==> src/rtl/core/bnc_pkg.sv <==
// Shared types, constants and byte decode for the bracket nesting checker.
// No dependencies; every other file in rtl/core uses this package.
package bnc_pkg;

    localparam int STACK_DEPTH_DEF = 128;

    localparam int KIND_W   = 2;
    localparam int WEIGHT_W = 16;
    localparam int SCORE_W  = 64;
    localparam int CFG_IDX_W = 8;

    localparam logic [7:0] NL_BYTE = 8'd10;

    localparam logic [KIND_W-1:0] KIND_ROUND  = 2'd0;
    localparam logic [KIND_W-1:0] KIND_SQUARE = 2'd1;
    localparam logic [KIND_W-1:0] KIND_CURLY  = 2'd2;
    localparam logic [KIND_W-1:0] KIND_ANGLE  = 2'd3;

    localparam logic [CFG_IDX_W-1:0] REG_WEIGHT_ROUND  = 8'd0;
    localparam logic [CFG_IDX_W-1:0] REG_WEIGHT_SQUARE = 8'd1;
    localparam logic [CFG_IDX_W-1:0] REG_WEIGHT_CURLY  = 8'd2;
    localparam logic [CFG_IDX_W-1:0] REG_WEIGHT_ANGLE  = 8'd3;

    localparam logic [WEIGHT_W-1:0] WEIGHT_ROUND_RST  = 16'd3;
    localparam logic [WEIGHT_W-1:0] WEIGHT_SQUARE_RST = 16'd57;
    localparam logic [WEIGHT_W-1:0] WEIGHT_CURLY_RST  = 16'd1197;
    localparam logic [WEIGHT_W-1:0] WEIGHT_ANGLE_RST  = 16'd25137;

    typedef struct packed {
        logic              push;
        logic              pop;
        logic [KIND_W-1:0] kind;
    } stack_cmd_t;

    typedef struct packed {
        logic              is_open;
        logic              is_close;
        logic              is_nl;
        logic [KIND_W-1:0] kind;
    } char_class_t;

    function automatic char_class_t classify(input logic [7:0] c);
        char_class_t r;
        r = '0;
        unique case (c)
            8'h28: begin r.is_open  = 1'b1; r.kind = KIND_ROUND;  end
            8'h5B: begin r.is_open  = 1'b1; r.kind = KIND_SQUARE; end
            8'h7B: begin r.is_open  = 1'b1; r.kind = KIND_CURLY;  end
            8'h3C: begin r.is_open  = 1'b1; r.kind = KIND_ANGLE;  end
            8'h29: begin r.is_close = 1'b1; r.kind = KIND_ROUND;  end
            8'h5D: begin r.is_close = 1'b1; r.kind = KIND_SQUARE; end
            8'h7D: begin r.is_close = 1'b1; r.kind = KIND_CURLY;  end
            8'h3E: begin r.is_close = 1'b1; r.kind = KIND_ANGLE;  end
            NL_BYTE: r.is_nl = 1'b1;
            default: r = '0;
        endcase
        return r;
    endfunction

endpackage

==> src/rtl/core/bracket_nesting_checker_core.sv <==
// Top level of the bracket nesting checker: byte decode, line state, score unit.
// Depends on bnc_pkg and bnc_stack.
//
// Takes one text byte per request and checks bracket nesting line by line; a newline
// produces one result. Other bytes are taken without a stall: openers shift
// into a row of STACK_DEPTH cells and closers compare against and shift out of cell 0.
// A newline stalls the input while the open brackets of a clean line (none for a corrupt
// line) are walked: the completion score pops one cell per cycle
// through a single 64-bit multiply-by-five-and-add unit, then the result is loaded into
// the output register. Further bytes are taken while that result waits to be collected;
// the load of the next line's result, and with it the input, waits until the output
// register is free.
module bracket_nesting_checker_core
#(
    parameter int STACK_DEPTH = bnc_pkg::STACK_DEPTH_DEF
)
(
    input  logic                               clk,
    input  logic                               rst_n,

    input  logic                               cfg_valid,
    output logic                               cfg_ready,
    input  logic [bnc_pkg::CFG_IDX_W-1:0]      cfg_index,
    input  logic [bnc_pkg::WEIGHT_W-1:0]       cfg_data,

    input  logic                               in_valid,
    output logic                               in_stall,
    input  logic [7:0]                         char_in,

    output logic                               out_valid,
    input  logic                               out_stall,
    output logic                               line_corrupt,
    output logic [bnc_pkg::WEIGHT_W-1:0]       line_error_score,
    output logic [bnc_pkg::SCORE_W-1:0]        completion_score,
    output logic [bnc_pkg::SCORE_W-1:0]        error_total,
    output logic                               depth_overflow
);

    localparam int DEPTH_W = $clog2(STACK_DEPTH + 1);
    localparam logic [DEPTH_W-1:0] DEPTH_MAX = DEPTH_W'(STACK_DEPTH);

    localparam logic ST_RUN  = 1'b0;
    localparam logic ST_WALK = 1'b1;

    logic                          state_reg, state_next;
    logic [DEPTH_W-1:0]            depth_reg, depth_next;
    logic                          bad_reg, bad_next;
    logic [bnc_pkg::WEIGHT_W-1:0]  pen_reg, pen_next;
    logic                          ovf_reg, ovf_next;
    logic [bnc_pkg::SCORE_W-1:0]   total_reg, total_next;

    logic                          pend_bad_reg, pend_bad_next;
    logic [bnc_pkg::WEIGHT_W-1:0]  pend_pen_reg, pend_pen_next;
    logic                          pend_ovf_reg, pend_ovf_next;
    logic [bnc_pkg::SCORE_W-1:0]   score_reg, score_next;

    logic                          out_valid_reg, out_valid_next;
    logic                          out_corrupt_reg;
    logic [bnc_pkg::WEIGHT_W-1:0]  out_pen_reg;
    logic [bnc_pkg::SCORE_W-1:0]   out_score_reg;
    logic [bnc_pkg::SCORE_W-1:0]   out_total_reg;
    logic                          out_ovf_reg;

    logic [bnc_pkg::WEIGHT_W-1:0]  w_round_reg, w_square_reg, w_curly_reg, w_angle_reg;
    logic [bnc_pkg::WEIGHT_W-1:0]  weight_sel;

    bnc_pkg::char_class_t          cls;
    bnc_pkg::stack_cmd_t           cmd;
    logic [bnc_pkg::KIND_W-1:0]    top_kind;
    logic                          in_fire;
    logic                          out_load;
    logic                          match;

    bnc_stack
    #(
        .STACK_DEPTH (STACK_DEPTH)
    )
    u_stack
    (
        .clk      (clk),
        .cmd      (cmd),
        .top_kind (top_kind)
    );

    assign cfg_ready = 1'b1;
    assign in_stall  = (state_reg == ST_WALK);
    assign in_fire   = in_valid && !in_stall;
    assign cls       = bnc_pkg::classify(char_in);
    assign match     = (depth_reg != '0) && (top_kind == cls.kind);
    assign out_load  = (state_reg == ST_WALK) && (depth_reg == '0)
                       && (!out_valid_reg || !out_stall);

    always_comb
    begin
        unique case (cls.kind)
            bnc_pkg::KIND_ROUND:  weight_sel = w_round_reg;
            bnc_pkg::KIND_SQUARE: weight_sel = w_square_reg;
            bnc_pkg::KIND_CURLY:  weight_sel = w_curly_reg;
            bnc_pkg::KIND_ANGLE:  weight_sel = w_angle_reg;
            default:              weight_sel = w_angle_reg;
        endcase
    end

    always_comb
    begin
        state_next     = state_reg;
        depth_next     = depth_reg;
        bad_next       = bad_reg;
        pen_next       = pen_reg;
        ovf_next       = ovf_reg;
        total_next     = total_reg;
        pend_bad_next  = pend_bad_reg;
        pend_pen_next  = pend_pen_reg;
        pend_ovf_next  = pend_ovf_reg;
        score_next     = score_reg;
        cmd            = '0;
        cmd.kind       = cls.kind;
        out_valid_next = out_valid_reg && out_stall;

        unique case (state_reg)
            ST_RUN:
            begin
                if (in_fire)
                begin
                    priority if (cls.is_nl)
                    begin
                        pend_bad_next = bad_reg;
                        pend_pen_next = bad_reg ? pen_reg : '0;
                        pend_ovf_next = ovf_reg;
                        score_next    = '0;
                        bad_next      = 1'b0;
                        pen_next      = '0;
                        ovf_next      = 1'b0;
                        if (bad_reg)
                        begin
                            depth_next = '0;
                        end
                        state_next = ST_WALK;
                    end
                    else if (bad_reg)
                    begin
                        // drop the rest of a corrupt line
                    end
                    else if (cls.is_open)
                    begin
                        if (depth_reg < DEPTH_MAX)
                        begin
                            cmd.push   = 1'b1;
                            depth_next = depth_reg + DEPTH_W'(1);
                        end
                        else
                        begin
                            ovf_next = 1'b1;
                        end
                    end
                    else if (cls.is_close)
                    begin
                        if (match)
                        begin
                            cmd.pop    = 1'b1;
                            depth_next = depth_reg - DEPTH_W'(1);
                        end
                        else
                        begin
                            bad_next   = 1'b1;
                            pen_next   = weight_sel;
                            total_next = total_reg + bnc_pkg::SCORE_W'(weight_sel);
                        end
                    end
                    else
                    begin
                        // drop any other byte
                    end
                end
            end
            ST_WALK:
            begin
                if (depth_reg != '0)
                begin
                    cmd.pop    = 1'b1;
                    depth_next = depth_reg - DEPTH_W'(1);
                    score_next = (score_reg << 2) + score_reg
                                 + bnc_pkg::SCORE_W'(top_kind) + bnc_pkg::SCORE_W'(1);
                end
                else if (out_load)
                begin
                    out_valid_next = 1'b1;
                    state_next     = ST_RUN;
                end
            end
            default:
            begin
                state_next = ST_RUN;
            end
        endcase
    end

    always_ff @(posedge clk or negedge rst_n)
    begin
        if (!rst_n)
        begin
            state_reg     <= ST_RUN;
            depth_reg     <= '0;
            bad_reg       <= 1'b0;
            pen_reg       <= '0;
            ovf_reg       <= 1'b0;
            total_reg     <= '0;
            out_valid_reg <= 1'b0;
            w_round_reg   <= bnc_pkg::WEIGHT_ROUND_RST;
            w_square_reg  <= bnc_pkg::WEIGHT_SQUARE_RST;
            w_curly_reg   <= bnc_pkg::WEIGHT_CURLY_RST;
            w_angle_reg   <= bnc_pkg::WEIGHT_ANGLE_RST;
        end
        else
        begin
            state_reg     <= state_next;
            depth_reg     <= depth_next;
            bad_reg       <= bad_next;
            pen_reg       <= pen_next;
            ovf_reg       <= ovf_next;
            total_reg     <= total_next;
            out_valid_reg <= out_valid_next;
            if (cfg_valid && cfg_ready)
            begin
                unique case (cfg_index)
                    bnc_pkg::REG_WEIGHT_ROUND:  w_round_reg  <= cfg_data;
                    bnc_pkg::REG_WEIGHT_SQUARE: w_square_reg <= cfg_data;
                    bnc_pkg::REG_WEIGHT_CURLY:  w_curly_reg  <= cfg_data;
                    bnc_pkg::REG_WEIGHT_ANGLE:  w_angle_reg  <= cfg_data;
                    default:                    ;
                endcase
            end
        end
    end

    always_ff @(posedge clk)
    begin
        pend_bad_reg <= pend_bad_next;
        pend_pen_reg <= pend_pen_next;
        pend_ovf_reg <= pend_ovf_next;
        score_reg    <= score_next;
        if (out_load)
        begin
            out_corrupt_reg <= pend_bad_reg;
            out_pen_reg     <= pend_pen_reg;
            out_score_reg   <= score_reg;
            out_total_reg   <= total_reg;
            out_ovf_reg     <= pend_ovf_reg;
        end
    end

    assign out_valid        = out_valid_reg;
    assign line_corrupt     = out_corrupt_reg;
    assign line_error_score = out_pen_reg;
    assign completion_score = out_score_reg;
    assign error_total      = out_total_reg;
    assign depth_overflow   = out_ovf_reg;

`ifndef SYNTHESIS
    a_depth_bound: assert property (@(posedge clk) disable iff (!rst_n)
        depth_reg <= DEPTH_MAX)
        else $error("stack depth beyond capacity");

    a_pop_nonempty: assert property (@(posedge clk) disable iff (!rst_n)
        cmd.pop |-> depth_reg != '0)
        else $error("pop on empty stack");

    a_result_from_walk: assert property (@(posedge clk) disable iff (!rst_n)
        $rose(out_valid_reg) |-> $past(state_reg == ST_WALK))
        else $error("result raised outside the score walk");

    a_corrupt_no_score: assert property (@(posedge clk) disable iff (!rst_n)
        out_valid_reg && out_corrupt_reg |-> out_score_reg == '0)
        else $error("corrupt line carries a completion score");

    a_clean_no_penalty: assert property (@(posedge clk) disable iff (!rst_n)
        out_valid_reg && !out_corrupt_reg |-> out_pen_reg == '0)
        else $error("clean line carries an error score");
`endif

endmodule

==> src/rtl/core/bnc_cell.sv <==
// One stack cell: holds a 2-bit opener kind, shifts down on push, up on pop.
// Depends on bnc_pkg.
module bnc_cell
(
    input  logic                              clk,
    input  bnc_pkg::stack_cmd_t               cmd,
    input  logic [bnc_pkg::KIND_W-1:0]        from_above,
    input  logic [bnc_pkg::KIND_W-1:0]        from_below,
    output logic [bnc_pkg::KIND_W-1:0]        kind
);

    logic [bnc_pkg::KIND_W-1:0] kind_reg;
    logic [bnc_pkg::KIND_W-1:0] kind_next;

    always_comb
    begin
        kind_next = kind_reg;
        priority if (cmd.push)
        begin
            kind_next = from_above;
        end
        else if (cmd.pop)
        begin
            kind_next = from_below;
        end
        else
        begin
            kind_next = kind_reg;
        end
    end

    always_ff @(posedge clk)
    begin
        kind_reg <= kind_next;
    end

    assign kind = kind_reg;

endmodule

==> src/rtl/core/bnc_stack.sv <==
// Opener stack built as a row of shifting cells; cell 0 is the top of stack.
// Depends on bnc_pkg and bnc_cell.
module bnc_stack
#(
    parameter int STACK_DEPTH = bnc_pkg::STACK_DEPTH_DEF
)
(
    input  logic                              clk,
    input  bnc_pkg::stack_cmd_t               cmd,
    output logic [bnc_pkg::KIND_W-1:0]        top_kind
);

    logic [bnc_pkg::KIND_W-1:0] kinds [STACK_DEPTH];

    for (genvar i = 0; i < STACK_DEPTH; i++)
    begin : g_cell
        logic [bnc_pkg::KIND_W-1:0] above;
        logic [bnc_pkg::KIND_W-1:0] below;

        if (i == 0)
        begin : g_top
            assign above = cmd.kind;
        end
        else
        begin : g_mid
            assign above = kinds[i-1];
        end

        if (i == STACK_DEPTH - 1)
        begin : g_bottom
            assign below = kinds[i];
        end
        else
        begin : g_inner
            assign below = kinds[i+1];
        end

        bnc_cell u_cell
        (
            .clk        (clk),
            .cmd        (cmd),
            .from_above (above),
            .from_below (below),
            .kind       (kinds[i])
        );
    end

    assign top_kind = kinds[0];

endmodule
==> config.mk <==
export PLATFORM = sky130hd
export DESIGN_NAME = bracket_nesting_checker_core
export DESIGN_NICKNAME = d
export VERILOG_FILES = /design/src/rtl/core/bnc_pkg.sv /design/src/rtl/core/bracket_nesting_checker_core.sv /design/src/rtl/core/bnc_cell.sv /design/src/rtl/core/bnc_stack.sv
export SDC_FILE = /design/constraint.sdc
export NUM_CORES = 1
export LEC_CHECK = 0
export ABC_AREA = 1
export ABC_CLOCK_PERIOD_IN_PS = 23400
export BUFFER_PORTS_ARGS = -buffer_cell sky130_fd_sc_hd__buf_4
export CAP_MARGIN = 20
export CORE_AREA = 2 2 276 278
export CTS_CLUSTER_SIZE = 8
export DETAILED_ROUTE_END_ITERATION = 10
export DIE_AREA = 0 0 278 280
export MAX_ROUTING_LAYER = met4
export REMOVE_ABC_BUFFERS = 1
export SYNTH_ARGS = -nofsm -noshare
export SYNTH_HDL_FRONTEND = slang
export SYNTH_HIERARCHICAL = 1
export SYNTH_SLANG_ARGS = --single-unit
export TNS_END_PERCENT = 5
==> constraint.sdc <==
create_clock -name clk -period 23.4 [get_ports clk]
set_clock_uncertainty 0.1 [all_clocks]
set_input_delay 0 -clock clk [delete_from_list [all_inputs] [get_ports clk]]
set_output_delay 0 -clock clk [all_outputs]
set_load 0.01 [all_outputs]
---- Yosys cells after proc, flatten, opt, wreduce, memory -nomap -nowiden ----
Cells that the tools add are included.
storage, ports and cells
  flip-flop bits (word level) ............. 640
  input port bits ......................... 37
cells by class
  reductions and logical operators ........ 32
  add/subtract/negate cells ............... 6
  order comparisons ....................... 1
  equal/unequal tests ..................... 28
  mux-type cells .......................... 306
  bitwise logic cells ..................... 5
operators by type and width
  operator                                            number
  two-way mux 2 bit                                   257
  two-way mux 64 bit                                  3
  case mux 64 bit (2 select lines)                    1
  two-way mux 16 bit                                  5
  two-way mux 8 bit                                   9
  adder 64 x 1 -> 64 bit (second input constant)      1
  adder 64 x 16 -> 64 bit                             1
  adder 64 x 2 -> 64 bit                              1
  adder 64 bit                                        1
  case mux 16 bit (4 select lines)                    1
  == test 8 x 6 -> 1 bit (second input constant)      4
  == test 8 x 7 -> 1 bit (second input constant)      4
  two-way mux 1 bit                                   26
  == test 8 x 2 -> 1 bit (second input constant)      2
  logical NOT 8 bit                                   2
  case mux 8 bit (2 select lines)                     1
  AND reduction 7 bit                                 2
  != test 4 bit (second input constant)               3
  != test 2 bit (second input constant)               5
  AND reduction 2 bit                                 5
  adder 8 x 1 -> 8 bit (second input constant)        1
  == test 8 x 1 -> 1 bit (second input constant)      1
  == test 8 x 4 -> 1 bit (second input constant)      1
  less-than comparator 8 bit (second input constant)  1
  other kinds (20)                                    40

---- Logic depth before layout (Yosys ltp) ----
Gate-level depths: netlist of run 1.
  depth in word-level cells ............... 14
  depth in mapped cells ................... 28
  depth with buffers taken out ............ 27

---- Hierarchy ----
Netlist of run 1, hierarchy kept.
by module, submodules not included
  module                        cells an instance  instances  area an instance (sq um)
  bracket_nesting_checker_core  2644               1          21544.4
  bnc_cell                      10                 128        92.6

---- Worst setup path before layout of run 1 ----
OpenSTA, ideal clock, no wires.
  kind .................................... reg-to-reg
  start point ............................. register state_reg, in the netlist in_stall
  end point ............................... register u_stack.g_cell[0].u_cell.kind_reg, in the netlist u_stack/g_cell[0].u_cell/kind[1] (data pin)
  data required time ...................... 23.026 ns
  arrival ................................. 24.357 ns
  path slack .............................. -1.331 ns
  cell stages (with the launch flop) ...... 8
  buffers on the path ..................... 1
  cells stage by stage .................... dfrtp_1 > clkbuf_1 > nor2_1 > nand3_1 > nor3_1 > inv_1 > nand2_1 > nand2_1
RTL lines
  element                 RTL line                             text
  start, declared         bracket_nesting_checker_core.sv:45   logic state_reg, state_next;
  start signal, assigned  bracket_nesting_checker_core.sv:216  state_reg <= state_next;
  end signal, assigned    bnc_cell.sv:34                       kind_reg <= kind_next;
  end, declared           bnc_cell.sv:12                       logic [bnc_pkg::KIND_W-1:0] kind_reg;

---- Worst setup path in the final report of run 1 ----
  start point ............................. input char_in[6]
  end point ............................... register total_reg[54] (netlist name)
between the ends
  longest elaborated chain between the ends .. 7
  elaborated cells between the ends (all ways) .. 30
  those cells by class .................... 1 x add/sub; 13 x eq/ne; 5 x mux; 3 x bitwise; 8 x reduce/logical
ends and longest elaborated chain
  element                                                                          RTL line                             text
  start, declared                                                                  bracket_nesting_checker_core.sv:28   input logic [7:0] char_in,
  parallel branches: the longest is 7 deep, another holds adder 64 x 16 -> 64 bit  -
  end signal, assigned                                                             bracket_nesting_checker_core.sv:221  total_reg <= total_next;
  end, declared                                                                    bracket_nesting_checker_core.sv:50   logic [bnc_pkg::SCORE_W-1:0] total_reg, total_next;
Parallel ways; which one is timed is not known.
A chain may end at the register's enable or synchronous reset.

==> flow_summary.ini, run 1 <==
[yosys]
synth_area_per_cell_um2 = 8.51
synth_top_area_share = 0.435
ys_types = 52
async_flop_share = 0.244
synth_edf_count = 484
syn_inst = 3924
yosysWarnings = 6
synthTopCellsByArea = edfxtp_1 (44%), nand2_1 (17%), dfrtp_1 (10%)
yosys_most_used_dff = edfxtp_1
yosysMostFrequentCell = nand2_1
synth_commonest_cells = nand2_1 (1,526), edfxtp_1 (484), inv_1 (450)
synthesis.area_mm2 = 0.0334
ys_ff_latch = 640
yosysSeqAreaShare = 0.553
yosysTopAreaCell = edfxtp_1

[drt]
wl_um = 81300
wl_met2_um = 38100
vias_per_cell = 4.99
wl_met3_um = 3860
post-route-drc-count = 0
antenna_left = 0
highest_layer = met4
wl_met1_um = 37200
wl_per_cell_um = 15.5
drt_iter0_drc = 2063
dr.pass1.iters = 5
dr_total_vias = 26100

[final_layout]
area_growth_pct = 16.5
finalNonFillerCells = 5236
antenna_cells = 0
drive_gt1_frac = 0.0834
nFillCells = 7068
seq_area_mm2 = 0.0185
multiInputGateArea_mm2 = 0.0130
largest_register_ffs = 256
final_util = 0.517
nets = 4324

[setup_path]
cp.arrival_ps = 4840
required_ps = 23790
critPathKind = in -> reg
cp-end-kind = flop
startpoint_type = input port
cp_max_fo = 32

[timing]
period_share = 0.190
max_slew_margin = 0.265
drv_slew = 0
period_minus_slack_ps = 4450
setup-violations-final = 0
rsz0062_at_grt = no
final_hold_viol_count = 0
max_freq_mhz = 225
tightest_slew_ps = 1100
setup_tns_ps = 0

[power]
pwr-share-comb = 0.127
powerDensity_mw_per_mm2 = 76.0
power_frac_clock = 0.411
power_switching_uw = 769
p_int_uw = 2190
ir_drop_v = 0.0000605
seqPwrFrac = 0.462
netSwitchingFraction = 0.260
p_leak_uw = 0.0169

[floorplanning]
ios = 186
die_x_um = 278
core_area_mm2 = 0.0752
initial_core_util = 0.444
die_height_um = 280
dieArea_mm2 = 0.0778
row_count = 101

[cts]
cts_setup_buffers = 0
holdBufCountCts = 34
cts_tree = yes
clkLatencyLatePin_ps = 640
ctsResizeCount = 0
htree_levels = 3
clkTransAtPathRegs_ps = 50
clock_path_buffers = 3
cts-buffers-inserted = 90
cts.sinks = 640
root_buffer = clkbuf_16

[grt]
grt_pass1_wl_um = 130000
globalRouteOverflowTotal = 0
grt_pass1_vias = 25200
grt_max_degree = 148
grt_use_total = 0.215
antenna_found_initial = 0

[worst_hold_path]
hp-class = in -> reg

[place]
post-dp-hpwl_um = 57400
place_congestion = 0.959
portBuffers = 184
dp.cells = 5055

[job]
drv_cap = 0

[status]
status = finished, final reports clean
power by group through the flow:
stage	Combinational [uW]	Clock (uW)	Sequential, uW
2_1_floorplan	263	0	1380
3_3_place_gp	366	0	1380
3_5_place_dp	371	0	1380
4_1_cts	376	1250	1360
5_1_grt	428	1300	1370
6_report	376	1210	1360
cell type report:
cell class,instances,area share
clock buffers,142,0.0648
clock inverters,5,0.00241
inverters,454,0.0440
multi-input cells,2783,0.335
flip-flops and latches,640,0.475
well taps,978,0.0315
repair buffers,234,0.0480
critical path, cell delays in order:
cell,delay (ps)
dlygate4sd3_1,530
buf_4,110
nand2_1,50
nor2_1,160
nand2_1,120
nand2_2,350
nor2_1,90
inv_1,730
nor2_1,80
a41oi_1,240
ha_1,250
inv_1,70
fa_1,420
inv_1,70
nand3_1,70
nand2_1,240
nand2_1,90
nand2_1,130
a21oi_1,200
o21ai_2,430
nand3_1,120
nand2_1,80
nand2_1,50
nand2_1,50
o21ai_0,80
logic make-up after synthesis:
| kind of cell | synth area share |
|---|---|
| xor gates and xnor gates | 0.0136 |
| and+or+nand+nor | 0.271 |
| DFF | 0.553 |
| AOI/OAI and AO/OA | 0.0722 |
| adders and majority gates | 0.0319 |
| buffers and inverters | 0.0585 |
| other | 0.000112 |
cells in the final DEF (no fill, tap or decap), types with 102 or more instances in the layout:
cell type and count:
nand2_1 1525, edfxtp_1 484, inv_1 450, nor2_1 323, o21ai_0 202, buf_4 198, a21oi_1 159, dfrtp_1 137
or2_1 128, nand3_1 102
metrics by stage:
| stage | hold slack, ps | area (um^2) | power [uW] | worst slack [ps] |
|---|---|---|---|---|
| CTS | 0.0341 | 38900 | 2990 | 18990 |
| finish | 25.7 | 38900 | 2950 | 18950 |
| floorplan | -396 | 33200 | 1640 | -1750 |
| global route | 60.8 | 38900 | 3100 | 18430 |
| global placement | -190 | 35900 | 1750 | 18890 |
| detailed placement | -191 | 35900 | 1760 | 18790 |
metal layers:
layer	up-vias	track usage
met5	-	-
met4	0	0.0719
met3	128	0.0322
met2	575	0.346
met1	12100	0.279
li1	13300	-
final timing paths:
path	cells past startpoint	from	end	slack [ps]
setup / recovery	25	char_in[6]	total_reg[54]	18950
hold / removal	7	char_in[3]	u_stack/g_cell[0].u_cell/kind[1]	30
setup reg to reg	9	bad_reg	u_stack/g_cell[28].u_cell/kind[1]	18990
hold reg to reg	0	pend_pen_reg[4]	line_error_score[4]	320
max in group asynchronous	5	rst_n	in_stall	21180
min in group asynchronous	4	rst_n	total_reg[52]	290
Power figures use the tool's default switching activity.
==> run 2, diff against run 1 <==
--- a/config.mk
+++ b/config.mk
@@ -6,7 +6,7 @@
 export NUM_CORES = 1
 export LEC_CHECK = 0
 export ABC_AREA = 1
-export ABC_CLOCK_PERIOD_IN_PS = 23400
+export ABC_CLOCK_PERIOD_IN_PS = 4200
 export BUFFER_PORTS_ARGS = -buffer_cell sky130_fd_sc_hd__buf_4
 export CAP_MARGIN = 20
 export CORE_AREA = 2 2 276 278
==> constraint.sdc (replaced) <==
create_clock -name clk -period 4.2 [get_ports clk]
set_clock_uncertainty 0.1 [all_clocks]
set_input_delay 0 -clock clk [delete_from_list [all_inputs] [get_ports clk]]
set_output_delay 0 -clock clk [all_outputs]
set_load 0.01 [all_outputs]
==> flow_summary.ini, run 2 (synthesis results as in run 1) <==
[drt]
dr.pass1.iters = 7
wl_um = 81900
dr_total_vias = 26100
drt_iter0_drc = 1696
vias_per_cell = 4.97
wl_per_cell_um = 15.6
antenna_left = 0
post-route-drc-count = 0

[final_layout]
nets = 4335
final_common_cell = nand2_1
finalNonFillerCells = 5247
final_cell_mix = nand2_1 (1,525), edfxtp_1 (484), inv_1 (450)
largest_register_ffs = 256
final_util = 0.519
nFillCells = 7038
drive_gt1_frac = 0.0860
area_growth_pct = 16.9
antenna_cells = 0

[grt]
grt_pass1_vias = 25600
grt_max_degree = 129
grt_use_total = 0.217
grt_pass1_wl_um = 132000
globalRouteOverflowTotal = 0
antenna_found_initial = 0

[cts]
cts_tree = yes
htree_levels = 3
cts-buffers-inserted = 90
cts_setup_buffers = 0
holdBufCountCts = 33
clkLatencyLatePin_ps = 630
cts.sinks = 640
clkTransAtPathRegs_ps = 50
root_buffer = clkbuf_16
clock_path_buffers = 3
ctsResizeCount = 0

[power]
ir_drop_v = 0.000310
power_frac_clock = 0.408
p_int_uw = 12100
p_leak_uw = 0.0170
pwr-share-comb = 0.128
netSwitchingFraction = 0.261
seqPwrFrac = 0.464
power_switching_uw = 4280
powerDensity_mw_per_mm2 = 420

[setup_path]
startpoint_type = input port
cp.arrival_ps = 4120
path_buf_inv = 7
crit_path_frequent_cell = nand2_1
cp-end-kind = flop
ff2ff_setup_slack_ps = 830
cp_slowest_cell = dlygate4sd3_1
cp_max_fo = 10
required_ps = 4600
path_delay_family = simple AND/OR/NAND/NOR gates
critPathKind = in -> reg
cp_slowest_stage_delay_ps = 540

[status]
status = finished, final reports clean

[timing]
max_slew_margin = 0.314
period_share = 0.884
drv_slew = 0
setup-violations-final = 0
period_minus_slack_ps = 3710
final_hold_viol_count = 0
setup_tns_ps = 0
rsz0062_at_grt = no
hold_slack_ps = 18.6
max_freq_mhz = 269
tightest_slew_ps = 1030

[place]
post-dp-hpwl_um = 58300
dp.cells = 5066
place_congestion = 0.935
portBuffers = 184

[floorplanning]
core_area_mm2 = 0.0752
row_count = 101
dieArea_mm2 = 0.0778
initial_core_util = 0.444
ios = 186
die_x_um = 278
die_height_um = 280

[worst_hold_path]
hp-class = in -> reg

[job]
drv_cap = 0
==> run 2: changes by cell type in the layout (fill, tap and decap cells not counted), sizes merged <==
cell         delta
dlygate4sd3     -1
buf            +12
clkinv          -2
clkbuf          -2
inv             +4
==> run 2: final cells by class <==
cell class                      instances  area (um^2)  share of cell area
Sequential cell                       640        18500               0.473
Multi-Input combinational cell       2783        13000               0.334
Clock buffer                          140         2470              0.0633
Tap cell                              978         1220              0.0314
Clock inverter                          7         93.8             0.00240
Inverter                              454         1710              0.0439
Timing Repair Buffer                  245         2050              0.0524
==> run 2: tightest hold or removal path: cells and delay by family <==
family / cells / cell delay [ps]
simple gates: 5 / 340
buf+inv: 1 / 120
compound gates: 2 / 250
==> run 2: metrics by stage <==
step	total power, uW	worst slack, ps	instance area, um^2
global route	17200	72.9	39000
global placement	9760	419	36100
floorplan	9130	-20950	33200
detailed placement	9780	375	36100
CTS	16600	513	39000
finish	16400	486	39000
==> run 2: power groups by stage <==
stage	clock network (uW)	registers (uW)	logic [uW]
finish	6690	7600	2100
global route	7150	7640	2400
CTS	6890	7610	2100
detailed placement	0	7720	2060
global placement	0	7720	2040
floorplan	0	7660	1470
==> run 2: worst paths after layout <==
| path | startpoint | endpoint | cells past startpoint |
|---|---|---|---|
| worst max-delay path | char_in[5] | total_reg[34] | 25 |
| worst min-delay path | char_in[1] | pen_reg[0] | 8 |
| worst max register to register | w_angle_reg[0] | total_reg[34] | 15 |
| worst min register to register | pend_pen_reg[11] | line_error_score[11] | 0 |
| max in group asynchronous | rst_n | in_stall | 4 |
| min in group asynchronous | rst_n | w_angle_reg[13] | 3 |
==> run 2: layer usage <==
metal / track usage / vias up / wire [um]
met2: 0.353 / 556 / 38100
met5: - / - / 0
met3: 0.0293 / 134 / 3930
met1: 0.284 / 12000 / 37700
li1: - / 13400 / -
met4: 0.0674 / 0 / 2100
==> run 3, diff against run 2 <==
--- a/config.mk
+++ b/config.mk
@@ -14,6 +14,7 @@
 export DETAILED_ROUTE_END_ITERATION = 10
 export DIE_AREA = 0 0 278 280
 export MAX_ROUTING_LAYER = met4
+export PLACE_DENSITY = 0.65
 export REMOVE_ABC_BUFFERS = 1
 export SYNTH_ARGS = -nofsm -noshare
 export SYNTH_HDL_FRONTEND = slang
==> flow_summary.ini, run 3 (synthesis results as in run 1) <==
[power]
p_int_uw = 12100
power_frac_clock = 0.409
ir_drop_v = 0.000323
seqPwrFrac = 0.463
powerDensity_mw_per_mm2 = 419
p_leak_uw = 0.0170
power_switching_uw = 4350
pwr-share-comb = 0.128
netSwitchingFraction = 0.265

[grt]
grt_max_degree = 171
antenna_found_initial = 0
grt_pass1_wl_um = 131000
grt_use_total = 0.216
grt_pass1_vias = 25900
globalRouteOverflowTotal = 0

[setup_path]
startpoint_type = input port
critPathKind = in -> reg
cp.arrival_ps = 4200
ff2ff_setup_slack_ps = 1020
required_ps = 4600
cp-end-kind = flop
cp_max_fo = 8

[cts]
clkLatencyLatePin_ps = 630
cts_tree = yes
cts-buffers-inserted = 90
htree_levels = 3
clkTransAtPathRegs_ps = 50
clock_path_buffers = 3
cts_setup_buffers = 0
cts.sinks = 640
root_buffer = clkbuf_16

[final_layout]
stdcell_area_mm2 = 0.0392
area_growth_pct = 17.3
nFillCells = 6993
drive_gt1_frac = 0.0850
seq_area_mm2 = 0.0185
multiInputGateArea_mm2 = 0.0130
nets = 4343
antenna_cells = 0
final_util = 0.521
final_cell_mix = nand2_1 (1,525), edfxtp_1 (484), inv_1 (450)
final_common_cell = nand2_1
largest_register_ffs = 256

[drt]
vias_per_cell = 5.05
dr.pass1.iters = 6
wl_um = 81900
post-route-drc-count = 0
dr_total_vias = 26500
drt_iter0_drc = 1955
antenna_left = 0
wl_per_cell_um = 15.6

[floorplanning]
die_x_um = 278
die_height_um = 280
dieArea_mm2 = 0.0778
initial_core_util = 0.444
ios = 186
core_area_mm2 = 0.0752
row_count = 101

[timing]
setup-violations-final = 0
final_hold_viol_count = 0
max_freq_mhz = 263
setup_tns_ps = 0
tightest_slew_ps = 1100
drv_slew = 0
hold_slack_ps = 46.8
rsz0062_at_grt = no
period_share = 0.906
max_slew_margin = 0.266
period_minus_slack_ps = 3810

[status]
status = finished, final reports clean

[place]
portBuffers = 184
place_congestion = 0.994
post-dp-hpwl_um = 57800
place_area_mm2 = 0.0361

[worst_hold_path]
hp-class = in -> reg

[job]
drv_cap = 0
==> run 3: cell count changes in the layout (fill, tap and decap cells not counted), moves of 2 or more <==
cell and delta:
buf_4 -6, clkbuf_1 +5, clkinv_8 +4, buf_12 +2, dlygate4sd3_1 +12, inv_6 -4
==> run 3: worst max-delay path, cell delays in order <==
cell	delay, ps
dlygate4sd3_1	540
buf_4	130
nand2_1	100
inv_1	110
nand2_1	110
a21oi_4	290
dlygate4sd3_1	610
nand2_1	50
a41oi_1	230
ha_1	280
inv_1	80
fa_1	430
inv_1	80
nand3_1	60
nand2_1	110
buf_4	160
a21oi_1	100
o21ai_0	250
inv_1	70
nor2_1	160
nand2_1	90
xor2_1	150
==> run 3: path summary, 6_finish.rpt <==
path	start	to	cells past startpoint
hold reg to reg	pend_pen_reg[0]	line_error_score[0]	0
max in group asynchronous	rst_n	in_stall	4
setup reg to reg	u_stack/g_cell[0].u_cell/kind[0]	score_reg[56]	17
hold / removal	char_in[4]	u_stack/g_cell[0].u_cell/kind[1]	9
min in group asynchronous	rst_n	total_reg[42]	4
setup / recovery	char_in[3]	total_reg[20]	22
==> run 3: timing repair <==
action,CTS,global route
hold buffers,37,7
endpoints found under the hold margin,379,20
endpoints found under the setup margin,0,8
resized for setup,0,3
==> run 3: final cells by class <==
type | instances | area share
flip-flops and latches | 640 | 0.471
multi-input cells | 2784 | 0.333
clock buffers | 145 | 0.0633
repair buffers | 252 | 0.0544
inverters | 454 | 0.0437
well taps | 978 | 0.0312
clock inverters | 8 | 0.00326
==> run 3: metrics by stage <==
stage          std cells  total power, uW  worst slack (ps)
2_1_floorplan       3877             9130            -20950
3_3_place_gp        5061             9760               514
3_5_place_dp        5061             9790               447
4_1_cts             5251            16600               190
5_1_grt             5261            17200               105
6_report            5261            16400               393
==> run 3: per-layer routing <==
layer | GRT usage | up-vias | routed length, um
met5 | - | - | 0
met4 | 0.0814 | 0 | 2660
met3 | 0.0296 | 167 | 4190
met2 | 0.355 | 685 | 38500
met1 | 0.273 | 12300 | 36500
li1 | - | 13400 | -
==> run 3: power by group through the flow <==
| stage | Clock (uW) | Combinational (uW) | Sequential, uW |
|---|---|---|---|
| after floorplan | 0 | 1470 | 7660 |
| after global placement | 0 | 2040 | 7710 |
| after detailed placement | 0 | 2070 | 7720 |
| after CTS | 6920 | 2110 | 7600 |
| after global routing | 7170 | 2400 | 7650 |
| final | 6720 | 2110 | 7600 |
